<file path="config.mk">
export PLATFORM = sky130hd
export DESIGN_NAME = keypad_scan_debounce_hold
export DESIGN_NICKNAME = d
export VERILOG_FILES = /design/src/hdl/kds_pkg.sv /design/src/hdl/kds_front.sv /design/src/hdl/kds_queue.sv /design/src/hdl/kds_back.sv /design/src/hdl/keypad_scan_debounce_hold.sv
export SDC_FILE = /design/constraint.sdc
export NUM_CORES = 1
export LEC_CHECK = 0
export BUFFER_PORTS_ARGS = -buffer_cell sky130_fd_sc_hd__buf_2
export CAP_MARGIN = 10
export CORE_ASPECT_RATIO = 0.6
export CORE_MARGIN = 5
export CORE_UTILIZATION = 55
export CTS_BUF_LIST = sky130_fd_sc_hd__clkbuf_4
export DETAILED_ROUTE_END_ITERATION = 16
export PLACE_DENSITY = 0.84
export SLEW_MARGIN = 20
export SYNTH_ARGS = -nofsm -noshare
export SYNTH_HDL_FRONTEND = slang
export SYNTH_HIERARCHICAL = 1
export SYNTH_SLANG_ARGS = --single-unit
</file>
<file path="constraint.sdc">
create_clock -name clock -period 9.9 [get_ports clock]
set_clock_uncertainty 0.1 [all_clocks]
set_input_delay 0.495 -clock clock [delete_from_list [all_inputs] [get_ports clock]]
set_output_delay 0.495 -clock clock [all_outputs]
set_load 0.02 [all_outputs]
</file>
<file path="src/hdl/kds_pkg.sv">
// Shared types and constants for the keypad scan, debounce and hold block.
// No dependencies; imported by every module of the block.
`default_nettype none

package kds_pkg;

   // register indexes on the configuration port
   localparam logic [1:0] REG_CODE_UPPER = 2'd0;
   localparam logic [1:0] REG_CODE_LOWER = 2'd1;
   localparam logic [1:0] REG_HOLD_TIME  = 2'd2;
   localparam logic [1:0] REG_SETTLE     = 2'd3;

   localparam int unsigned CSR_IDX_W  = 2;
   localparam int unsigned CSR_DATA_W = 64;

   // reset values of the timing registers
   localparam logic [15:0] HOLD_TIME_RESET = 16'd1000;
   localparam logic [7:0]  SETTLE_RESET    = 8'd10;

   // physical matrix size covered by the snapshot and the code tables
   localparam int unsigned MAT_ROWS = 4;
   localparam int unsigned MAT_COLS = 4;

   // queue between front and back
   localparam int unsigned QDEPTH = 2;
   localparam int unsigned QPTR_W = 1;
   localparam int unsigned QCNT_W = 2;

   typedef enum logic [1:0] {
      EV_NONE     = 2'd0,
      EV_PRESSED  = 2'd1,
      EV_RELEASED = 2'd2,
      EV_HELD     = 2'd3
   } key_event_type;

   // one classified poll: scanned code and its timestamp
   typedef struct packed {
      logic [7:0]  code;
      logic [31:0] now;
   } kds_item_type;

   // queue status seen by the top level and the back
   typedef struct packed {
      logic not_empty;
      logic not_full;
   } kds_qstat_type;

endpackage

`default_nettype wire

</file>
<file path="src/hdl/kds_front.sv">
// Front end: holds the code tables and turns each matrix snapshot into a key code.
// Depends on kds_pkg.
`default_nettype none

module kds_front #(
   parameter int unsigned ROWS = 4,
   parameter int unsigned COLS = 4
) (
   input  wire logic                           clock,
   input  wire logic                           reset,
   input  wire logic                           csr_wr_en,
   input  wire logic [kds_pkg::CSR_IDX_W-1:0]  csr_index,
   input  wire logic [kds_pkg::CSR_DATA_W-1:0] csr_wdata,
   input  wire logic [15:0]                    matrix_closed,
   input  wire logic [31:0]                    now_ms,
   output kds_pkg::kds_item_type               item
);
   import kds_pkg::*;

   localparam int unsigned ScanRows = (ROWS < MAT_ROWS) ? ROWS : MAT_ROWS;
   localparam int unsigned ScanCols = (COLS < MAT_COLS) ? COLS : MAT_COLS;

   logic [63:0]  code_upper_ff, code_upper_in;
   logic [63:0]  code_lower_ff, code_lower_in;
   logic [127:0] code_table;
   logic [7:0]   scan_code;

   // code table register writes
   always_comb begin
      code_upper_in = code_upper_ff;
      code_lower_in = code_lower_ff;
      if (csr_wr_en && (csr_index == REG_CODE_UPPER)) begin
         code_upper_in = csr_wdata;
      end
      if (csr_wr_en && (csr_index == REG_CODE_LOWER)) begin
         code_lower_in = csr_wdata;
      end
   end

   always_ff @(posedge clock) begin
      if (reset) begin
         code_upper_ff <= '0;
         code_lower_ff <= '0;
      end else begin
         code_upper_ff <= code_upper_in;
         code_lower_ff <= code_lower_in;
      end
   end

   assign code_table = {code_lower_ff, code_upper_ff};

   // priority scan: walk backwards so the first closed key (rows, then columns) wins;
   // a closed key whose code is zero still ends the scan
   always_comb begin
      scan_code = 8'd0;
      for (int r = int'(ScanRows) - 1; r >= 0; r--) begin
         for (int c = int'(ScanCols) - 1; c >= 0; c--) begin
            if (matrix_closed[r*4 + c]) begin
               scan_code = code_table[(r*4 + c)*8 +: 8];
            end
         end
      end
   end

   assign item.code = scan_code;
   assign item.now  = now_ms;

endmodule

`default_nettype wire

</file>
<file path="src/hdl/kds_queue.sv">
// Short word queue between front and back of the keypad block.
// Depends on kds_pkg.
`default_nettype none

module kds_queue (
   input  wire logic           clock,
   input  wire logic           reset,
   input  wire logic           push,
   input  wire kds_pkg::kds_item_type push_item,
   input  wire logic           pop,
   output kds_pkg::kds_item_type pop_item,
   output kds_pkg::kds_qstat_type stat
);
   import kds_pkg::*;

   kds_item_type        mem_ff [QDEPTH];
   logic [QPTR_W-1:0]   wr_ptr_ff, wr_ptr_in;
   logic [QPTR_W-1:0]   rd_ptr_ff, rd_ptr_in;
   logic [QCNT_W-1:0]   count_ff, count_in;

   // pointer and fill count update
   always_comb begin
      wr_ptr_in = push ? wr_ptr_ff + QPTR_W'(1) : wr_ptr_ff;
      rd_ptr_in = pop  ? rd_ptr_ff + QPTR_W'(1) : rd_ptr_ff;
      unique case ({push, pop})
         2'b10:   count_in = count_ff + QCNT_W'(1);
         2'b01:   count_in = count_ff - QCNT_W'(1);
         default: count_in = count_ff;
      endcase
   end

   always_ff @(posedge clock) begin
      if (reset) begin
         wr_ptr_ff <= '0;
         rd_ptr_ff <= '0;
         count_ff  <= '0;
      end else begin
         wr_ptr_ff <= wr_ptr_in;
         rd_ptr_ff <= rd_ptr_in;
         count_ff  <= count_in;
      end
   end

   // storage
   always_ff @(posedge clock) begin
      if (push) begin
         mem_ff[wr_ptr_ff] <= push_item;
      end
   end

   assign pop_item       = mem_ff[rd_ptr_ff];
   assign stat.not_empty = (count_ff != '0);
   assign stat.not_full  = (count_ff != QCNT_W'(QDEPTH));

   a_count_bound: assert property (@(posedge clock) disable iff (reset)
      count_ff <= QCNT_W'(QDEPTH))
      else $error("queue fill count beyond depth");

   a_push_fills: assert property (@(posedge clock) disable iff (reset)
      push && !pop |=> stat.not_empty)
      else $error("queue empty after a push");

   a_pop_needs_word: assert property (@(posedge clock) disable iff (reset)
      pop |-> stat.not_empty)
      else $error("pop from empty queue");

endmodule

`default_nettype wire

</file>
<file path="src/hdl/kds_back.sv">
// Back end: debounce and hold state, event decision and the result register.
// Depends on kds_pkg.
`default_nettype none

module kds_back (
   input  wire logic                           clock,
   input  wire logic                           reset,
   input  wire logic                           csr_wr_en,
   input  wire logic [kds_pkg::CSR_IDX_W-1:0]  csr_index,
   input  wire logic [kds_pkg::CSR_DATA_W-1:0] csr_wdata,
   input  wire kds_pkg::kds_qstat_type         qstat,
   input  wire kds_pkg::kds_item_type          q_item,
   output logic                                pop,
   output logic                                rsp_valid,
   input  wire logic                           rsp_ready,
   output logic [7:0]                          rsp_code,
   output kds_pkg::key_event_type              rsp_event
);
   import kds_pkg::*;

   logic [15:0]   hold_time_ff, hold_time_in;
   logic [7:0]    settle_ff, settle_in;
   logic [7:0]    stable_code_ff, stable_code_in;
   logic          settling_ff, settling_in;
   logic [31:0]   settle_start_ff, settle_start_in;
   logic [31:0]   change_time_ff, change_time_in;
   logic          rsp_valid_ff, rsp_valid_in;
   logic [7:0]    rsp_code_ff, rsp_code_in;
   key_event_type rsp_event_ff, rsp_event_in;

   logic [31:0]   start_eff;
   logic [31:0]   elapsed;
   logic [31:0]   age;
   logic [7:0]    rep_code;
   key_event_type ev;

   // take a word whenever the result register is free or being drained
   assign pop = qstat.not_empty && (!rsp_valid_ff || rsp_ready);

   // timing register writes
   always_comb begin
      hold_time_in = hold_time_ff;
      settle_in    = settle_ff;
      if (csr_wr_en && (csr_index == REG_HOLD_TIME)) begin
         hold_time_in = csr_wdata[15:0];
      end
      if (csr_wr_en && (csr_index == REG_SETTLE)) begin
         settle_in = csr_wdata[7:0];
      end
   end

   // debounce and hold decision for the word at the queue head
   assign start_eff = settling_ff ? settle_start_ff : q_item.now;
   assign elapsed   = q_item.now - start_eff;
   assign age       = q_item.now - change_time_ff;

   always_comb begin
      stable_code_in  = stable_code_ff;
      settling_in     = settling_ff;
      settle_start_in = settle_start_ff;
      change_time_in  = change_time_ff;
      rep_code        = q_item.code;
      ev              = EV_NONE;
      if (q_item.code != stable_code_ff) begin
         change_time_in = q_item.now;
         if (!settling_ff) begin
            settle_start_in = q_item.now;
            settling_in     = 1'b1;
         end
         priority if (elapsed < {24'd0, settle_ff}) begin
            rep_code = stable_code_ff;
            ev       = EV_NONE;
         end else if (q_item.code == 8'd0) begin
            rep_code       = stable_code_ff;
            ev             = EV_RELEASED;
            stable_code_in = 8'd0;
            settling_in    = 1'b0;
         end else begin
            rep_code       = q_item.code;
            ev             = EV_PRESSED;
            stable_code_in = q_item.code;
            settling_in    = 1'b0;
         end
      end else if ((q_item.code != 8'd0) && (age >= {16'd0, hold_time_ff})) begin
         ev = EV_HELD;
      end
   end

   // result register
   always_comb begin
      rsp_valid_in = pop ? 1'b1 : (rsp_ready ? 1'b0 : rsp_valid_ff);
      rsp_code_in  = pop ? rep_code : rsp_code_ff;
      rsp_event_in = pop ? ev : rsp_event_ff;
   end

   always_ff @(posedge clock) begin
      if (reset) begin
         hold_time_ff    <= HOLD_TIME_RESET;
         settle_ff       <= SETTLE_RESET;
         stable_code_ff  <= '0;
         settling_ff     <= 1'b0;
         settle_start_ff <= '0;
         change_time_ff  <= '0;
         rsp_valid_ff    <= 1'b0;
      end else begin
         hold_time_ff <= hold_time_in;
         settle_ff    <= settle_in;
         rsp_valid_ff <= rsp_valid_in;
         if (pop) begin
            stable_code_ff  <= stable_code_in;
            settling_ff     <= settling_in;
            settle_start_ff <= settle_start_in;
            change_time_ff  <= change_time_in;
         end
      end
   end

   always_ff @(posedge clock) begin
      rsp_code_ff  <= rsp_code_in;
      rsp_event_ff <= rsp_event_in;
   end

   assign rsp_valid = rsp_valid_ff;
   assign rsp_code  = rsp_code_ff;
   assign rsp_event = rsp_event_ff;

   a_release_has_key: assert property (@(posedge clock) disable iff (reset)
      rsp_valid_ff && (rsp_event_ff == EV_RELEASED) |-> rsp_code_ff != 8'd0)
      else $error("release reported without a key");

   a_press_updates: assert property (@(posedge clock) disable iff (reset)
      pop && (ev == EV_PRESSED) |=> stable_code_ff == $past(q_item.code) && !settling_ff)
      else $error("press did not latch the stable key");

   a_window_silent: assert property (@(posedge clock) disable iff (reset)
      pop && settling_ff && (q_item.code != stable_code_ff)
         && (elapsed < {24'd0, settle_ff}) |-> ev == EV_NONE)
      else $error("event reported inside debounce window");

endmodule

`default_nettype wire

</file>
<file path="src/hdl/keypad_scan_debounce_hold.sv">
// Keypad poll block: 4x4 matrix scan, debounce window and hold detection.
// req_ words are polls (matrix snapshot plus millisecond time), one result word
// per poll leaves on rsp_. The csr_ port writes the code tables and timings.
// Path: a poll is written into the queue, then its decision is registered in the
// result register when the receiver is ready.
// Throughput: one poll per cycle while rsp_tready is high; the front is a combinational
// priority scan and the back two subtract-and-compare pairs, both combinational.
// A two-word queue sits between front and back; when rsp_tready is low the
// result register holds, the queue fills and req_tready drops once it is full.
// Reset (synchronous) empties the queue and result register, clears the stable
// key and debounce state, zeroes the code tables and loads hold 1000 ms and
// settle 10 ms. Since codes reset to zero, load nonzero codes before polling.
// Write configuration only while no poll is in flight.
// Depends on kds_pkg, kds_front, kds_queue and kds_back.
`default_nettype none

module keypad_scan_debounce_hold #(
   parameter int unsigned ROWS = 4,
   parameter int unsigned COLS = 4
) (
   input  wire logic                           clock,
   input  wire logic                           reset,
   // configuration
   input  wire logic                           csr_wr_en,
   input  wire logic [kds_pkg::CSR_IDX_W-1:0]  csr_index,
   input  wire logic [kds_pkg::CSR_DATA_W-1:0] csr_wdata,
   // polls
   input  wire logic                           req_tvalid,
   output logic                                req_tready,
   input  wire logic [47:0]                    req_tdata,  // matrix_closed[15:0], now_ms[47:16]
   // results
   output logic                                rsp_tvalid,
   input  wire logic                           rsp_tready,
   output logic [15:0]                         rsp_tdata   // key_code[7:0], key_event[9:8], zero
);
   import kds_pkg::*;

   kds_item_type  front_item;
   kds_item_type  q_item;
   kds_qstat_type qstat;
   logic          push;
   logic          pop;
   logic [7:0]    rsp_code;
   key_event_type rsp_event;

   assign req_tready = qstat.not_full;
   assign push       = req_tvalid && qstat.not_full;

   kds_front #(
      .ROWS (ROWS),
      .COLS (COLS)
   ) u_front (
      .clock         (clock),
      .reset         (reset),
      .csr_wr_en     (csr_wr_en),
      .csr_index     (csr_index),
      .csr_wdata     (csr_wdata),
      .matrix_closed (req_tdata[15:0]),
      .now_ms        (req_tdata[47:16]),
      .item          (front_item)
   );

   kds_queue u_queue (
      .clock     (clock),
      .reset     (reset),
      .push      (push),
      .push_item (front_item),
      .pop       (pop),
      .pop_item  (q_item),
      .stat      (qstat)
   );

   kds_back u_back (
      .clock     (clock),
      .reset     (reset),
      .csr_wr_en (csr_wr_en),
      .csr_index (csr_index),
      .csr_wdata (csr_wdata),
      .qstat     (qstat),
      .q_item    (q_item),
      .pop       (pop),
      .rsp_valid (rsp_tvalid),
      .rsp_ready (rsp_tready),
      .rsp_code  (rsp_code),
      .rsp_event (rsp_event)
   );

   assign rsp_tdata = {6'd0, rsp_event, rsp_code};

endmodule

`default_nettype wire
</file>
==> results of run 1 <==
[per-stage QoR]
step,utilization,hold WS [ns],cells,area (um2),setup slack (ns)
after floorplan,-,0.332,2227,18600,4.91
after global placement,0.567,0.339,2650,19000,4.24
after detailed placement,0.567,0.344,2650,19000,3.87
after CTS,0.627,0.0191,2885,21000,3.87
after global routing,0.628,0.0430,2891,21000,3.54
final,0.628,0.0766,2893,21000,3.82
[cell type report]
| cell class | instances | area [um2] |
|---|---|---|
| Clock buffer | 121 | 908 |
| Inverter | 95 | 357 |
| Timing Repair Buffer | 242 | 1750 |
| Fill cell | 2863 | 12500 |
| Antenna cell | 8 | 20.0 |
| Sequential cell | 321 | 7330 |
| Multi-Input combinational cell | 1632 | 9970 |
| Clock inverter | 15 | 124 |
| Tap cell | 459 | 574 |
[path summary, 6_finish.rpt]
check | startpoint | end | slack (ns) | cells past startpoint
setup / recovery | register | u_back/rsp_event[1] | 3.82 | 20
hold / removal | req_tvalid | u_queue/wr_ptr_ff | 0.08 | 4
setup reg to reg | register | u_back/rsp_event[1] | 3.82 | 20
hold reg to reg | u_front/code_upper_ff[2] | u_front/code_upper_ff[2] | 0.36 | 2
[per-layer routing]
metal	up-vias	routed length, um	track usage
met5	-	0	0
met4	0	958	0.0696
met3	100	7140	0.107
met2	924	22200	0.380
met1	8106	26200	0.445
li1	8175	-	-
[registers in the layout, indices dropped and copies added, names as in the netlist, named ones only]
signal and flops:
u_front/code_lower_ff 64, u_back/settling_ff 1, u_back/rsp_event 2, u_back/stable_code_ff 8, u_queue/rd_ptr_ff 1, u_front/code_upper_ff 64, u_back/settle_ff 8, u_back/change_time_ff 32
u_queue/wr_ptr_ff 1, u_back/hold_time_ff 16, u_back/rsp_code 8, u_queue/count_ff 2, u_back/settle_start_ff 32, u_queue/mem_ff 80, u_back/rsp_valid 1
[layout by cell type, fill, tap and decap left out, types with 40 or more instances in the layout]
cell type and count:
nand2_1 459, o21ai_0 57, edfxtp_1 90, dlygate4sd3_1 99
clkbuf_4 121, a211oi_1 43, inv_1 95, buf_2 129
mux2_1 40, dfxtp_1 229, nor2_1 98, a21oi_1 309
ha_1 88
[cells by family after synthesis]
logic type                 share of synthesized area
adders and majority gates                     0.0615
AOI/OAI and AO/OA                              0.196
muxes                                         0.0468
other                                       0.000202
and+or+nand+nor                                0.208
xor gates and xnor gates                      0.0227
buffers and inverters                         0.0690
DFF                                            0.395
[what timing repair did]
item / in CTS / in global routing
endpoints found under the hold margin: 243 / 0
setup endpoints to repair: 0 / 0
hold buffers: 99 / 0
[worst max-delay path, cell delays in order (launching register included)]
cell and delay [ns]:
dfxtp_2 0.39, buf_4 0.50, mux2_1 0.47, ha_1 0.27, a21o_1 0.21, a311oi_1 0.25
nor2_1 0.09, a211oi_1 0.60, o21ai_0 0.23, xor2_1 0.18, ha_1 0.31, nand4_1 0.15
nor3_1 0.10, a2111oi_0 0.28, and4_1 0.24, nand4_1 0.08, or4_1 0.42, nor4_1 0.37
nand4b_1 0.15, o31ai_1 0.28, o21ai_1 0.11
[power groups by stage]
stage / combinational [W] / clock (W) / sequential [W]
final: 0.00341 / 0.00116 / 0.00171
after global routing: 0.00373 / 0.00127 / 0.00173
after CTS: 0.00330 / 0.00119 / 0.00171
after detailed placement: 0.00324 / 0 / 0.00174
after global placement: 0.00314 / 0 / 0.00172
after floorplan: 0.00243 / 0 / 0.00172
==> impl_metrics.ini, run 1 <==
[clock_network]
cts_setup_buffers = 0
clk_pin_slew_ns = 0.07
clock-sinks = 321
cts_root_buffer = clkbuf_4
numCtsBuffers = 80
cts_buffer_depth = 3
htree_levels = 3
cts.repair.resized = 0
clk_latency_ns = 0.80
tritoncts = done

[die]
die_y_um = 152
core_area_um2 = 33500
dieArea_um2 = 37600
ios = 137
die_width_um = 247
initial_core_util = 0.553
rows = 52

[run]
maxCapViolCount = 0

[power]
comb_power_share = 0.543
swShare = 0.451
internal-power_w = 0.00345
p_seq_frac = 0.272
power.switching_w = 0.00284
power.total_w = 0.00629
clock_power_share = 0.185
peakVddDrop_mv = 0.186
p_leak_nw = 7.94
p_per_area_nw_per_um2 = 299

[grt]
first_global_vias = 15996
grt_util_all_layers = 0.289
grt_antenna_before_repair = 7
grt_pass1_wl_um = 87700
grt_max_degree = 111
overflow = 0

[worst_setup_path]
critPathRequiredTime_ns = 10.30
start_kind = register
arrival_ns = 6.47
crit_fanout = 35
worst_setup_path_end_kind = register
path_class = register to register

[finish]
fin_nets = 2581
drive_gt1_frac = 0.128
layout-area-overhead-vs-synth_pct = 13.4

[timing]
setup_viol = 0
hold_violations = 0
clock.fmax_mhz = 165
worst_pin_slew_ns = 1.13
period_needed_ns = 6.08
finalSetupTns_ns = 0
final_max_slew_viol_count = 0
max_slew_margin = 0.247
rsz0062_at_grt = no
post-route-period-util = 0.614

[yosys]
ys_warn_count = 6
yosysMostFrequentCell = nand2_1
synth_common_cells = 459 x nand2_1, 309 x a21oi_1, 231 x dfxtp_1, 99 x nor2_1, 95 x inv_1
ys_ff_latch = 321
synth_area_um2 = 18500
netlist_top_cells_area = dfxtp_1 25%, edfxtp_1 15%, nand2_1 9.3%
synth_edf_count = 90
synthFlopType = dfxtp_1
syn_avg_cell_area_um2 = 8.35
synthesis.instances = 2222
yosys.area.top_type = dfxtp_1
synth_cell_types = 90
synth-async-reset-ratio = 0
synth_top_area_share = 0.249
seq_area_frac_synth = 0.395

[placement]
io_buffers = 130
hpwl_um = 39700
globalplace.congestion = 1.02

[worst_hold_path]
hp-class = primary input to register

[routing]
via_per_inst = 5.98
drtPass1Iterations = 6
drt_iter0_markers = 2055
wl_per_cell_um = 19.5
wl_um = 56500
antenna_left = 0
vias = 17305
drcViolationCount = 0

[run_status]
outcome = completed
(Power assumes the default switching activity.)
==> inputs of run 2 (changes only) <==
PLACE_DENSITY = 0.87   (was 0.84)
clock period = 4.9 ns   (was 9.9 ns; I/O delays follow)
==> run 2 against run 1 <==
Net effect: the run now ends with setup timing left; sequential cell count is the same; register-to-register slack lost 4.0 ns; total power grew 130%; first-iteration DRC count grew 12%; sequential share of layout area shrank 2.8 points; combinational power grew to 2.6 times the previous value; design area grew 8.9%; global-route usage grew 1.5 points; critical path depth grew 3; setup slack lost 4.0 ns; non-clock buffer count grew 150; maximum frequency grew 19%; critical endpoint is now u_back/stable_code_ff[1]; highest routed layer is now met5.
==> impl_metrics.ini, run 2 (synthesis gave the netlist of run 1 again) <==
[worst_setup_path]
cp_slowest_cell = or4b_1
crit_chain = buf_6, mux2_4, buf_6, mux2i_4, ha_4, o211ai_1, a21oi_4, nor2b_4, xnor2_2, ha_1, a21o_1, a21o_1, a21oi_2, o311a_1, o2111a_1, nand4_1, nor4b_2, buf_4, nand4_1, buf_6, buf_6, or4b_1, nand4_1
worst_setup_path_end_kind = register
start_kind = register
reg2reg_slack_ns = -0.22
critPathTopFamily = simple AND/OR/NAND/NOR gates
critPathRequiredTime_ns = 5.47
r2r-end = u_back/stable_code_ff[1]
reg2reg_depth = 23
path_class = register to register
cp_common_cell = buf_6
arrival_ns = 5.69
crit_fanout = 5
max_stage_delay_ns = 0.50
critPathBufInv = 5

[timing]
final_max_slew_viol_count = 0
setup_viol = 19
hold_violations = 0
max_slew_margin = 0.244
finalSetupTns_ns = -2.11
clock.fmax_mhz = 195
rsz0062_at_grt = yes
fin_ws_ns = -0.216
worst_pin_slew_ns = 1.13
post-route-period-util = 1.04
period_needed_ns = 5.12

[power]
peakVddDrop_mv = 0.397
p_leak_nw = 8.87
power.total_w = 0.0145
p_per_area_nw_per_um2 = 633

[clock_network]
cts_buffer_depth = 3
clock-sinks = 321
clk_latency_ns = 0.76
tritoncts = done
htree_levels = 3
clk_pin_slew_ns = 0.07
cts_root_buffer = clkbuf_4
numCtsBuffers = 80

[finish]
nFillCells = 2538
layout-area-overhead-vs-synth_pct = 23.5
largest_reg_flops = 80
top_register = u_queue/mem_ff
layout_common_cells = 451 x nand2_1, 300 x a21oi_1, 229 x dfxtp_1
final_common_cell = nand2_1
drive_gt1_frac = 0.215
multi_input_area_um2 = 10600
final_cells = 3041
fin_nets = 2731
top_regs = u_queue/mem_ff (80), u_front/code_lower_ff (64), u_front/code_upper_ff (64)
regArea_um2 = 7330

[worst_hold_path]
hold-path-endpoint = u_queue/mem_ff[1][18]
min_path_cells = 2
hp-class = primary input to register
min_from = req_tdata[34]

[die]
core_area_um2 = 33500
die_width_um = 247
dieArea_um2 = 37600
ios = 137
initial_core_util = 0.553
rows = 52
die_y_um = 152

[grt]
use_met3 = 0.0941
grt_util_all_layers = 0.304
grt_pass1_wl_um = 92700
grt_busiest_layer = met1
grt_use_met1 = 0.449
grt_antenna_before_repair = 5
grt_max_degree = 152
overflow = 0
first_global_vias = 17284
met2_usage = 0.436

[placement]
io_buffers = 130
globalplace.congestion = 0.996
pre_cts_slack_ns = -0.486
hpwl_um = 41300
dp.cells = 2760

[routing]
antenna_left = 0
via_per_inst = 6.06
drt_iter0_markers = 2307
wl_um = 61100
drtPass1Iterations = 8
wl_per_cell_um = 20.1
vias = 18426
drcViolationCount = 0

[run_status]
outcome = finished, violations left
violations = setup timing

[run]
maxCapViolCount = 0
-- run 2: cell types whose count changed in the layout (fill, tap and decap cells not counted), sizes merged --
| cell | delta |
|---|---|
| buf | +138 |
| bufinv | -1 |
| clkbuf | -2 |
| clkinv | +5 |
| clkinvlp | +1 |
| diode | -4 |
| dlygate4sd3 | +12 |
| inv | -1 |
-- run 2: per-stage QoR --
step	utilization	hold WS (ns)	area [um2]
final	0.684	0.114	22900
after global routing	0.684	0.0563	22900
after CTS	0.666	0.00626	22300
after detailed placement	0.593	0.337	19900
after global placement	0.593	0.334	19900
after floorplan	-	0.214	18600
-- run 2: worst register-to-register path, cell delays in order (launching register included) --
cell	delay (ns)
dfxtp_4	0.38
buf_6	0.12
mux2_4	0.32
buf_6	0.13
mux2i_4	0.19
ha_4	0.24
o211ai_1	0.31
a21oi_4	0.10
nor2b_4	0.16
xnor2_2	0.13
ha_1	0.27
a21o_1	0.16
a21o_1	0.18
a21oi_2	0.13
o311a_1	0.19
o2111a_1	0.19
nand4_1	0.16
nor4b_2	0.34
buf_4	0.16
nand4_1	0.15
buf_6	0.18
buf_6	0.13
or4b_1	0.50
nand4_1	0.09
-- run 2: area by class of cell --
type	count	area share
antenna	4	0.000437
clock buffer	119	0.0390
clock inverter	19	0.00481
inverter	95	0.0156
multi-input combinational	1632	0.463
sequential	321	0.320
tap	459	0.0251
timing repair buffer	392	0.132
-- run 2: what timing repair did --
item,in CTS,in global routing
setup endpoints to repair,19,19
gates resized for setup,57,107
hold buffers,111,0
cloned,0,2
pin swaps,14,23
endpoints found under the hold margin,233,0
setup buffers,9,18
-- run 2: how the worst max path moves through the flow --
stage,endpoint,start,cells after the start
2_1_floorplan,u_back/rsp_event[0],register,21
3_3_place_gp,u_back/rsp_event[0],register,22
3_5_place_dp,u_back/rsp_event[0],register,22
4_1_cts,u_back/rsp_event[0],register,24
5_1_grt,u_back/stable_code_ff[1],register,23
6_report,u_back/stable_code_ff[1],register,23
-- run 2: report_power, final --
part	total [W]	internal (W)	switching (W)	leakage, nW
clock network	0.00228	0.00116	0.00112	0.601
logic	0.00875	0.00371	0.00504	5.54
registers	0.00347	0.00321	0.000256	2.73
-- run 2: metal layers --
layer  vias up  wire length (um)  part of all wire
met5         -                13           0.00021
met4         2              1500             0.025
met1      8677             26500              0.43
met2      1100             25400              0.42
li1       8479                 -                 -
met3       168              7580              0.12
